==> config.mk <==
export PLATFORM = sky130hd
export DESIGN_NAME = k_way_merge_with_tombstones_flat
export DESIGN_NICKNAME = d
export VERILOG_FILES = /design/src/design/kmw_pkg.sv /design/src/design/kmw_req_if.sv /design/src/design/kmw_rsp_if.sv /design/src/design/kmw_cfg_if.sv /design/src/design/kmw_heap_store.sv /design/src/design/kmw_cmp.sv /design/src/design/k_way_merge_with_tombstones.sv /design/src/flat_wrapper.sv
export SDC_FILE = /design/constraint.sdc
export NUM_CORES = 2
export LEC_CHECK = 0
export BUFFER_PORTS_ARGS = -buffer_cell sky130_fd_sc_hd__buf_2
export CELL_PAD_IN_SITES_DETAIL_PLACEMENT = 1
export CELL_PAD_IN_SITES_GLOBAL_PLACEMENT = 2
export CORE_MARGIN = 2
export CORE_UTILIZATION = 50
export CTS_BUF_LIST = sky130_fd_sc_hd__clkbuf_4 sky130_fd_sc_hd__clkbuf_8
export DETAILED_ROUTE_END_ITERATION = 10
export PLACE_DENSITY = 0.95
export SLEW_MARGIN = 20
export SYNTH_ARGS = -nofsm -noshare
export SYNTH_HDL_FRONTEND = slang
export SYNTH_SLANG_ARGS = --single-unit
==> constraint.sdc <==
create_clock -name clk -period 18.6 [get_ports clk]
set_clock_uncertainty 0.15 [all_clocks]
set_input_delay 0.93 -clock clk [delete_from_list [all_inputs] [get_ports clk]]
set_output_delay 0.93 -clock clk [all_outputs]
set_load 0.05 [all_outputs]
==> src/design/kmw_pkg.sv <==
package kmw_pkg;

  // Request codes of the input channel
  localparam logic [2:0] REQ_BEGIN     = 3'd0;
  localparam logic [2:0] REQ_LOAD      = 3'd1;
  localparam logic [2:0] REQ_LOAD_DONE = 3'd2;
  localparam logic [2:0] REQ_NEXT      = 3'd3;
  localparam logic [2:0] REQ_REPLY     = 3'd4;
  localparam logic [2:0] REQ_EXHAUSTED = 3'd5;

  // Result kinds
  localparam logic [1:0] KIND_NONE    = 2'd0;
  localparam logic [1:0] KIND_LIVE    = 2'd1;
  localparam logic [1:0] KIND_ADVANCE = 2'd2;
  localparam logic [1:0] KIND_ENDED   = 2'd3;

  localparam int unsigned SRC_BITS = 3;
  localparam int unsigned PRIO_BITS = 4;
  localparam logic [31:0] PRIO_MAP_RESET = 32'h7654_3210;

  typedef enum logic [2:0] {
    MODE_IDLE,
    MODE_LOADING,
    MODE_LIVE,
    MODE_AWAIT,
    MODE_ENDED
  } mode_t;

  typedef enum logic [2:0] {
    S_IDLE,
    S_HEAP_LD,
    S_SINK_L,
    S_SINK_R,
    S_TAIL_RD,
    S_TOP_RD,
    S_TOP,
    S_DONE
  } seq_t;

endpackage

==> src/design/kmw_req_if.sv <==
interface kmw_req_if #(
  parameter int KEY_BITS = 64,
  parameter int VALUE_BITS = 64
);
  logic                  valid;
  logic                  ready;
  logic [2:0]            req_type;
  logic [2:0]            source_id;
  logic [KEY_BITS-1:0]   entry_key;
  logic                  entry_tombstone;
  logic [VALUE_BITS-1:0] entry_value;

  modport source (output valid, req_type, source_id, entry_key, entry_tombstone,
                  entry_value, input ready);
  modport sink (input valid, req_type, source_id, entry_key, entry_tombstone,
                entry_value, output ready);
endinterface

==> src/design/kmw_rsp_if.sv <==
interface kmw_rsp_if #(
  parameter int KEY_BITS = 64,
  parameter int VALUE_BITS = 64
);
  logic                  valid;
  logic                  ready;
  logic [1:0]            out_kind;
  logic [2:0]            out_source;
  logic [KEY_BITS-1:0]   out_key;
  logic [VALUE_BITS-1:0] out_value;

  modport source (output valid, out_kind, out_source, out_key, out_value, input ready);
  modport sink (input valid, out_kind, out_source, out_key, out_value, output ready);
endinterface

==> src/design/kmw_cfg_if.sv <==
interface kmw_cfg_if;
  logic        valid;
  logic        ready;
  logic [31:0] data;

  modport source (output valid, data, input ready);
  modport sink (input valid, data, output ready);
endinterface

==> src/design/kmw_heap_store.sv <==
module kmw_heap_store #(
  parameter int W = 132,
  parameter int DEPTH = 8
) (
  input  logic                     clk,
  input  logic                     we,
  input  logic [$clog2(DEPTH)-1:0] waddr,
  input  logic [W-1:0]             wdata,
  input  logic [$clog2(DEPTH)-1:0] raddr,
  output logic [W-1:0]             rdata
);
  logic [W-1:0] slots [DEPTH];

  // Write one slot a cycle, register the read data
  always_ff @(posedge clk) begin
    if (we) begin
      slots[waddr] <= wdata;
    end
    rdata <= slots[raddr];
  end
endmodule

==> src/design/kmw_cmp.sv <==
module kmw_cmp
  import kmw_pkg::*;
#(
  parameter int KEY_BITS = 64
) (
  input  logic [KEY_BITS-1:0]  a_key,
  input  logic [PRIO_BITS-1:0] a_prio,
  input  logic [KEY_BITS-1:0]  b_key,
  input  logic [PRIO_BITS-1:0] b_prio,
  output logic                 a_first
);
  // Order by key, then by source priority
  always_comb begin
    if (a_key != b_key) begin
      a_first = a_key < b_key;
    end else begin
      a_first = a_prio < b_prio;
    end
  end
endmodule

==> src/design/k_way_merge_with_tombstones.sv <==
// K-way merge of sorted sources through a min-heap of cached head entries.
// Channels: req carries requests (begin, load head, load done, consumer next,
// reply entry, reply exhausted); rsp returns exactly one item per request
// (nothing, live entry, advance request, merge ended); cfg writes the
// priority map, four bits per source, lower wins on equal keys.
// Begin, loads and ignored requests go straight to the result; consumer
// next settles the current top. A reply sifts down on the shared compare
// unit one level at a time, then the top is fetched and settled; reply
// exhausted first fetches the tail entry. Load done runs count/2 sift-downs,
// fetching each node first. The block takes one request at a time;
// req.ready is high only while the sequencer is idle, and the next request
// may enter while the last result still waits in the output register.
// Reset clears the mode to idle, empties the heap and restores the priority
// map to 0x76543210; heap slots hold no reset value. When the receiver
// stalls, the finished item waits in the output register and the sequencer
// holds its next item until the register frees.
module k_way_merge_with_tombstones
  import kmw_pkg::*;
#(
  parameter int SOURCES = 8,
  parameter int KEY_BITS = 64,
  parameter int VALUE_BITS = 64
) (
  input logic clk,
  input logic rst,
  kmw_req_if.sink   req,
  kmw_rsp_if.source rsp,
  kmw_cfg_if.sink   cfg
);
  localparam int IW = $clog2(SOURCES);
  localparam int CW = $clog2(SOURCES + 1);
  localparam int LW = IW + 2;

  typedef struct packed {
    logic [KEY_BITS-1:0]   key;
    logic [SRC_BITS-1:0]   src;
    logic                  tomb;
    logic [VALUE_BITS-1:0] val;
  } entry_t;

  seq_t                  state, state_next;
  mode_t                 mode, mode_next;
  logic [CW-1:0]         count, count_next;
  logic [KEY_BITS-1:0]   match_key, match_key_next;
  logic [2:0]            awaited, awaited_next;
  logic [31:0]           prio_map;
  entry_t                cur, cur_next;
  entry_t                best, best_next;
  logic [IW-1:0]         best_idx, best_idx_next;
  logic [IW-1:0]         node, node_next;
  logic [IW-1:0]         hloop, hloop_next;
  logic                  heapify, heapify_next;
  logic                  cont, cont_next;
  logic [1:0]            r_kind, r_kind_next;
  logic [2:0]            r_src, r_src_next;
  logic [KEY_BITS-1:0]   r_key, r_key_next;
  logic [VALUE_BITS-1:0] r_val, r_val_next;
  logic                  out_valid;
  logic [1:0]            out_kind;
  logic [2:0]            out_src;
  logic [KEY_BITS-1:0]   out_key;
  logic [VALUE_BITS-1:0] out_val;

  logic                  we;
  logic [IW-1:0]         waddr;
  entry_t                wdata;
  logic [IW-1:0]         raddr;
  entry_t                rd;
  logic                  rd_first;
  logic                  sink_fin;
  logic [LW-1:0]         l_idx, r_idx;
  logic                  l_ok, r_ok;
  logic                  accept, done_go;

  kmw_heap_store #(.W($bits(entry_t)), .DEPTH(SOURCES)) u_store (
    .clk   (clk),
    .we    (we),
    .waddr (waddr),
    .wdata (wdata),
    .raddr (raddr),
    .rdata (rd)
  );

  kmw_cmp #(.KEY_BITS(KEY_BITS)) u_cmp (
    .a_key   (rd.key),
    .a_prio  (prio_map[{rd.src, 2'b00} +: PRIO_BITS]),
    .b_key   (best.key),
    .b_prio  (prio_map[{best.src, 2'b00} +: PRIO_BITS]),
    .a_first (rd_first)
  );

  assign accept = req.valid && req.ready;
  assign req.ready = (state == S_IDLE);
  assign cfg.ready = 1'b1;
  assign done_go = !out_valid || rsp.ready;

  assign l_idx = LW'({node, 1'b1});
  assign r_idx = LW'({node, 1'b0}) + LW'(2);
  assign l_ok = l_idx < LW'(count);
  assign r_ok = r_idx < LW'(count);

  assign rsp.valid = out_valid;
  assign rsp.out_kind = out_kind;
  assign rsp.out_source = out_src;
  assign rsp.out_key = out_key;
  assign rsp.out_value = out_val;

  // Sequencer: decode requests and step the sift-down
  always_comb begin
    state_next = state;
    mode_next = mode;
    count_next = count;
    match_key_next = match_key;
    awaited_next = awaited;
    cur_next = cur;
    best_next = best;
    best_idx_next = best_idx;
    node_next = node;
    hloop_next = hloop;
    heapify_next = heapify;
    cont_next = cont;
    r_kind_next = r_kind;
    r_src_next = r_src;
    r_key_next = r_key;
    r_val_next = r_val;
    we = 1'b0;
    waddr = node;
    wdata = cur;
    raddr = '0;
    sink_fin = 1'b0;

    unique case (state)
      S_IDLE: begin
        if (accept) begin
          r_kind_next = KIND_NONE;
          r_src_next = '0;
          r_key_next = '0;
          r_val_next = '0;
          state_next = S_DONE;
          case (req.req_type)
            REQ_BEGIN: begin
              count_next = '0;
              mode_next = MODE_LOADING;
            end
            REQ_LOAD: begin
              if (mode == MODE_LOADING && count < CW'(SOURCES)) begin
                we = 1'b1;
                waddr = IW'(count);
                wdata = '{key: req.entry_key, src: req.source_id,
                          tomb: req.entry_tombstone, val: req.entry_value};
                count_next = count + CW'(1);
              end
            end
            REQ_LOAD_DONE: begin
              if (mode == MODE_LOADING) begin
                cont_next = 1'b0;
                if ((count >> 1) != '0) begin
                  heapify_next = 1'b1;
                  hloop_next = IW'((count >> 1) - CW'(1));
                  node_next = IW'((count >> 1) - CW'(1));
                  state_next = S_HEAP_LD;
                end else begin
                  state_next = S_TOP;
                end
              end
            end
            REQ_NEXT: begin
              if (mode == MODE_LIVE) begin
                cont_next = 1'b1;
                state_next = S_TOP;
              end else if (mode == MODE_ENDED) begin
                r_kind_next = KIND_ENDED;
              end
            end
            REQ_REPLY: begin
              if (mode == MODE_AWAIT && req.source_id == awaited && count != '0) begin
                cur_next = '{key: req.entry_key, src: req.source_id,
                             tomb: req.entry_tombstone, val: req.entry_value};
                best_next = '{key: req.entry_key, src: req.source_id,
                              tomb: req.entry_tombstone, val: req.entry_value};
                best_idx_next = '0;
                node_next = '0;
                heapify_next = 1'b0;
                cont_next = 1'b1;
                state_next = S_SINK_L;
              end
            end
            REQ_EXHAUSTED: begin
              if (mode == MODE_AWAIT && req.source_id == awaited && count != '0) begin
                count_next = count - CW'(1);
                node_next = '0;
                heapify_next = 1'b0;
                cont_next = 1'b1;
                state_next = (count != CW'(1)) ? S_TAIL_RD : S_TOP;
              end
            end
            default: begin
            end
          endcase
        end
      end
      S_HEAP_LD: begin
        cur_next = rd;
        best_next = rd;
        best_idx_next = node;
        state_next = S_SINK_L;
      end
      S_TAIL_RD: begin
        cur_next = rd;
        best_next = rd;
        best_idx_next = '0;
        state_next = S_SINK_L;
      end
      S_SINK_L: begin
        if (l_ok) begin
          if (rd_first) begin
            best_next = rd;
            best_idx_next = IW'(l_idx);
          end
          state_next = S_SINK_R;
        end else begin
          we = 1'b1;
          waddr = node;
          wdata = cur;
          sink_fin = 1'b1;
        end
      end
      S_SINK_R: begin
        if (r_ok && rd_first) begin
          we = 1'b1;
          waddr = node;
          wdata = rd;
          node_next = IW'(r_idx);
          best_next = cur;
          best_idx_next = IW'(r_idx);
          state_next = S_SINK_L;
        end else if (best_idx != node) begin
          we = 1'b1;
          waddr = node;
          wdata = best;
          node_next = best_idx;
          best_next = cur;
          state_next = S_SINK_L;
        end else begin
          we = 1'b1;
          waddr = node;
          wdata = cur;
          sink_fin = 1'b1;
        end
      end
      S_TOP_RD: begin
        state_next = S_TOP;
      end
      S_TOP: begin
        r_kind_next = KIND_NONE;
        r_src_next = '0;
        r_key_next = '0;
        r_val_next = '0;
        state_next = S_DONE;
        if (cont && count != '0 && rd.key == match_key) begin
          mode_next = MODE_AWAIT;
          awaited_next = rd.src;
          r_kind_next = KIND_ADVANCE;
          r_src_next = rd.src;
        end else if (count == '0) begin
          mode_next = MODE_ENDED;
          r_kind_next = KIND_ENDED;
        end else begin
          match_key_next = rd.key;
          if (rd.tomb) begin
            mode_next = MODE_AWAIT;
            awaited_next = rd.src;
            r_kind_next = KIND_ADVANCE;
            r_src_next = rd.src;
          end else begin
            mode_next = MODE_LIVE;
            r_kind_next = KIND_LIVE;
            r_src_next = rd.src;
            r_key_next = rd.key;
            r_val_next = rd.val;
          end
        end
      end
      S_DONE: begin
        if (done_go) begin
          state_next = S_IDLE;
        end
      end
      default: begin
        state_next = S_IDLE;
      end
    endcase

    // Advance to the next heapify node or fetch the new top
    if (sink_fin) begin
      if (heapify && hloop != '0) begin
        hloop_next = hloop - IW'(1);
        node_next = hloop - IW'(1);
        state_next = S_HEAP_LD;
      end else begin
        state_next = S_TOP_RD;
      end
    end

    // Fetch the slot that the next state examines
    case (state_next)
      S_HEAP_LD: raddr = node_next;
      S_TAIL_RD: raddr = IW'(count_next);
      S_SINK_L:  raddr = IW'({node_next, 1'b1});
      S_SINK_R:  raddr = IW'(r_idx);
      default:   raddr = '0;
    endcase
  end

  // Control registers
  always_ff @(posedge clk) begin
    if (rst) begin
      state <= S_IDLE;
      mode <= MODE_IDLE;
      count <= '0;
      match_key <= '0;
      awaited <= '0;
      prio_map <= PRIO_MAP_RESET;
      out_valid <= 1'b0;
    end else begin
      state <= state_next;
      mode <= mode_next;
      count <= count_next;
      match_key <= match_key_next;
      awaited <= awaited_next;
      if (cfg.valid) begin
        prio_map <= cfg.data;
      end
      if (state == S_DONE && done_go) begin
        out_valid <= 1'b1;
      end else if (rsp.ready) begin
        out_valid <= 1'b0;
      end
    end
  end

  // Working and output payload registers
  always_ff @(posedge clk) begin
    cur <= cur_next;
    best <= best_next;
    best_idx <= best_idx_next;
    node <= node_next;
    hloop <= hloop_next;
    heapify <= heapify_next;
    cont <= cont_next;
    r_kind <= r_kind_next;
    r_src <= r_src_next;
    r_key <= r_key_next;
    r_val <= r_val_next;
    if (state == S_DONE && done_go) begin
      out_kind <= r_kind;
      out_src <= r_src;
      out_key <= r_key;
      out_val <= r_val;
    end
  end
endmodule
==> src/flat_wrapper.sv <==
// flat-port wrapper written by rule: the top's interface ports become plain ports
module k_way_merge_with_tombstones_flat import kmw_pkg::*;
#(
  parameter int SOURCES = 8,
  parameter int KEY_BITS = 64,
  parameter int VALUE_BITS = 64
)
  (clk, rst, req_valid, req_req_type, req_source_id, req_entry_key, req_entry_tombstone, req_entry_value, req_ready, rsp_valid, rsp_out_kind, rsp_out_source, rsp_out_key, rsp_out_value, rsp_ready, cfg_valid, cfg_data, cfg_ready);
  kmw_req_if #(.KEY_BITS(KEY_BITS), .VALUE_BITS(VALUE_BITS)) req_i ();
  kmw_rsp_if #(.KEY_BITS(KEY_BITS), .VALUE_BITS(VALUE_BITS)) rsp_i ();
  kmw_cfg_if cfg_i ();
  input logic clk;
  input logic rst;
  input wire logic [$bits(req_i.valid)-1:0] req_valid;
  input wire logic [$bits(req_i.req_type)-1:0] req_req_type;
  input wire logic [$bits(req_i.source_id)-1:0] req_source_id;
  input wire logic [$bits(req_i.entry_key)-1:0] req_entry_key;
  input wire logic [$bits(req_i.entry_tombstone)-1:0] req_entry_tombstone;
  input wire logic [$bits(req_i.entry_value)-1:0] req_entry_value;
  output wire logic [$bits(req_i.ready)-1:0] req_ready;
  output wire logic [$bits(rsp_i.valid)-1:0] rsp_valid;
  output wire logic [$bits(rsp_i.out_kind)-1:0] rsp_out_kind;
  output wire logic [$bits(rsp_i.out_source)-1:0] rsp_out_source;
  output wire logic [$bits(rsp_i.out_key)-1:0] rsp_out_key;
  output wire logic [$bits(rsp_i.out_value)-1:0] rsp_out_value;
  input wire logic [$bits(rsp_i.ready)-1:0] rsp_ready;
  input wire logic [$bits(cfg_i.valid)-1:0] cfg_valid;
  input wire logic [$bits(cfg_i.data)-1:0] cfg_data;
  output wire logic [$bits(cfg_i.ready)-1:0] cfg_ready;
  assign req_i.valid = req_valid;
  assign req_i.req_type = req_req_type;
  assign req_i.source_id = req_source_id;
  assign req_i.entry_key = req_entry_key;
  assign req_i.entry_tombstone = req_entry_tombstone;
  assign req_i.entry_value = req_entry_value;
  assign req_ready = req_i.ready;
  assign rsp_valid = rsp_i.valid;
  assign rsp_out_kind = rsp_i.out_kind;
  assign rsp_out_source = rsp_i.out_source;
  assign rsp_out_key = rsp_i.out_key;
  assign rsp_out_value = rsp_i.out_value;
  assign rsp_i.ready = rsp_ready;
  assign cfg_i.valid = cfg_valid;
  assign cfg_i.data = cfg_data;
  assign cfg_ready = cfg_i.ready;
  k_way_merge_with_tombstones #(.SOURCES(SOURCES), .KEY_BITS(KEY_BITS), .VALUE_BITS(VALUE_BITS)) u_core (.clk(clk), .rst(rst), .req(req_i), .rsp(rsp_i), .cfg(cfg_i));
endmodule
==> flow_metrics.py <==
metrics = {
    "global_route": {
        "met3_usage_pct": 6.988,
        "antenna_found_initial": 44,
        "grt_max_degree": 165,
        "grt.overflow.total": 0,
        "track_usage_pct": 30.15,
        "grt_pass1_vias": 55010,
        "grt_pass1_wl_mm": 354.8,
        "met2_usage_pct": 49.18,
        "grt_use_met1_pct": 38.78,
        "top_usage_layer": "met2",
    },
    "synth": {
        "synth_area_leaders": "edfxtp_1 (61%), mux4_2 (8.1%), dfxtp_1 (6.4%)",
        "syn_nets": 5642,
        "yosys.cell_count.top_type": "edfxtp_1",
        "synthArstFlopShare_pct": 0,
        "synth_area_um2": 77960,
        "ys.flop_type": "edfxtp_1",
        "synth_edf_count": 1591,
        "syn_avg_cell_area_um2": 14.47,
        "yosysTopAreaCell": "edfxtp_1",
        "yosysSeqAreaShare_pct": 67.65,
        "yosysTopAreaCellShare_pct": 61.28,
        "synthCells": 5387,
        "synth_warnings": 0,
        "ys_types": 65,
        "ys_seq_elements": 1839,
        "synthTopCellsByCount": "edfxtp_1 (1,591), nand2_1 (566), nor2_1 (526), a21oi_1 (312), clkbuf_1 (302)",
    },
    "sta": {
        "setup_viol": 0,
        "fmax_mhz": 143.1,
        "finalCriticalPeriod_ns": 6.986,
        "max_slew.worst_pin.slew_ns": 1.212,
        "min_period_over_period_pct": 37.56,
        "slew_viol_final": 0,
        "relSlewSlack_pct": 19.22,
        "tns_ns": 0,
        "rsz0062_at_grt": "no",
        "hold_viol": 0,
    },
    "power_and_ir_drop": {
        "leakage_nw": 31.14,
        "p_sw_w": 0.007003,
        "p_sw_share_pct": 38.93,
        "fin_total_pwr_w": 0.01799,
        "internal_power_w": 0.01098,
        "pwr-share-seq_pct": 37.7,
        "power_density_nw_per_um2": 203.9,
        "vdd_drop_max_mv": 0.3065,
        "p_clk_share_pct": 20.9,
        "p_comb_share_pct": 41.3,
    },
    "clock_network": {
        "cts-root-buf": "clkbuf_8",
        "cts_tree": "built",
        "cts_htree_levels": 5,
        "postCtsSetupRepairBufs": 0,
        "numCtsBuffers": 318,
        "ctsResizeCount": 0,
        "clk_pin_slew_ns": 0.07,
        "cts_hold_buf": 35,
        "cts.sinks": 1839,
        "cts_max_path_buffers": 4,
        "clk_latency_ns": 1.10,
    },
    "run": {
        "cap_violations": 0,
    },
    "routing": {
        "drtIter0Drc": 5891,
        "vias": 51510,
        "wl_mm": 241.0,
        "dr.pass1.iters": 8,
        "drc_errors": 0,
        "vias_per_cell": 6.383,
        "ant_nets": 0,
        "wl_per_cell_um": 29.87,
    },
    "critical_path": {
        "critPathMaxFanout": 151,
        "r2r-end": "u_core.u_store.rdata[24]",
        "critPathRequiredTime_ns": 19.31,
        "crit_chain": "mux4_2, mux2_2, ha_1, nand3_1, a21oi_1, or4_1, nor2_1, a211oi_2, a21boi_2, and2_1, a22oi_2, buf_12, buf_4, mux4_2, mux2_2",
        "critPathBufInv": 2,
        "crit_arrival_ns": 7.70,
        "endpoint_kind": "register",
        "critical-path-top-delay-family": "buffers and inverters",
        "cp-start-kind": "register",
        "slowest_stage": "buf_4",
        "regToRegSetupSlack_ns": 11.61,
        "critPathKind": "reg -> reg",
        "r2r_start": "u_core.u_store.rdata[65]",
        "cp_slowest_stage_delay_ns": 0.90,
        "r2r_cells": 15,
    },
    "final_layout": {
        "fin_util_pct": 57.14,
        "nets": 6022,
        "area_growth_pct": 13.17,
        "drive_gt1_share_pct": 24.87,
    },
    "hold_path": {
        "holdPathEnd": "u_core.cur[39]",
        "min_path_cells": 2,
        "hp-class": "in -> reg",
        "hold_start": "req_entry_value[39]",
    },
    "floorplanning": {
        "initial_utilization_pct": 50.49,
        "ios": 308,
        "rows": 144,
        "core-area_um2": 154400,
        "dieArea_um2": 159100,
        "die_w_um": 398.9,
        "die_h_um": 398.9,
    },
    "place": {
        "gp_congestion": 0.8294,
        "port_buffers": 306,
        "hpwl_mm": 131.0,
    },
    "outcome": {
        "status": "completed",
    },
}
-- sequential cells by signal, summed over array words and instances, names as in the netlist, 4 cells and up --
register              count
u_core.u_store.slots   1056
u_core.best             132
u_core.cur              132
u_core.u_store.rdata    132
u_core.match_key         64
u_core.r_key             64
u_core.r_val             64
u_core.rsp.out_key       64
u_core.rsp.out_value     64
u_core.prio_map          32
u_core.count              4
-- routing by layer --
layer	wire length [um]	vias to the layer above	part of all wire [%]
met3	21490	601	8.9
met4	8500	24	3.5
met2	118200	2883	49
met5	145	-	0.060
met1	92720	26700	38
li1	-	21300	-
-- area by class of cell --
type / instances / area [um2]
Tap cell: 2044 / 2557
Antenna cell: 22 / 55.05
Multi-Input combinational cell: 3100 / 23510
Clock inverter: 78 / 555.5
Fill cell: 14720 / 66180
Sequential cell: 1839 / 52740
Inverter: 97 / 374.1
Timing Repair Buffer: 411 / 2616
Clock buffer: 478 / 5816
-- cells in the final DEF (no fill, tap or decap), types with 7 or more instances in the layout --
master	count
nand4_1	22
a21o_1	7
xor2_1	40
clkinv_1	28
nand2_1	564
diode_2	22
dlygate4sd3_1	35
buf_12	13
o22ai_1	138
clkbuf_4	122
a21oi_1	311
edfxtp_1	1591
buf_4	55
nor2_4	9
a22oi_1	137
nand2b_1	7
nor2_1	517
nor4_1	13
nand3_1	19
nor3_1	20
o21ai_1	89
xnor2_1	25
nor2b_1	19
inv_1	93
clkinvlp_4	7
and2_1	131
buf_2	305
bufinv_16	7
clkbuf_8	356
mux4_2	280
mux2_2	271
dfxtp_1	247
a31oi_1	139
a211o_1	16
mux2i_1	94
clkinv_2	34
ha_1	83
o21ai_0	67
-- cells by family after synthesis --
group	Yosys count	synth area share [%]
AO/OA/AOI/OAI	948	7.267
adder cells (fa/ha/maj)	83	1.332
AND/OR/NAND/NOR	1358	7.357
flip-flops	1839	67.65
XOR/XNOR	65	0.7302
other	1	0.004810
buffers and inverters	448	2.448
multiplexers	645	13.21
-- power groups by stage --
stage / Combinational [W] / Sequential [W] / Clock (W)
finish: 0.00744 / 0.00679 / 0.00376
floorplan: 0.00522 / 0.00666 / 0
CTS: 0.00736 / 0.00676 / 0.00379
detailed placement: 0.00725 / 0.00682 / 0
global placement: 0.00683 / 0.00674 / 0
global route: 0.00795 / 0.00685 / 0.00397
-- per-stage QoR --
stage          hold WS, ns  setup WS (ns)  instances  area [um2]
6_report           0.07616          11.61       8069       88230
5_1_grt            0.04608          11.30       8059       88200
4_1_cts           0.008640          11.66       8044       88090
3_5_place_dp        0.2552          11.78       7453       81370
3_3_place_gp        0.2512          11.99       7453       81360
2_1_floorplan       0.2503          7.976       5387       77960
-- how the worst max path moves through the flow --
stage	slack (ns)	depth (start not counted)	startpoint	to
2_1_floorplan	7.98	13	u_core.u_store.rdata[65]	u_core.best[0]
3_3_place_gp	11.99	15	u_core.u_store.rdata[65]	u_core.u_store.rdata[23]
3_5_place_dp	11.78	15	u_core.u_store.rdata[65]	u_core.u_store.rdata[22]
4_1_cts	11.66	15	u_core.u_store.rdata[65]	u_core.u_store.rdata[28]
5_1_grt	11.30	15	u_core.u_store.rdata[65]	u_core.u_store.rdata[28]
6_report	11.61	15	u_core.u_store.rdata[65]	u_core.u_store.rdata[24]
No activity file was read; power rests on OpenSTA's default activity.
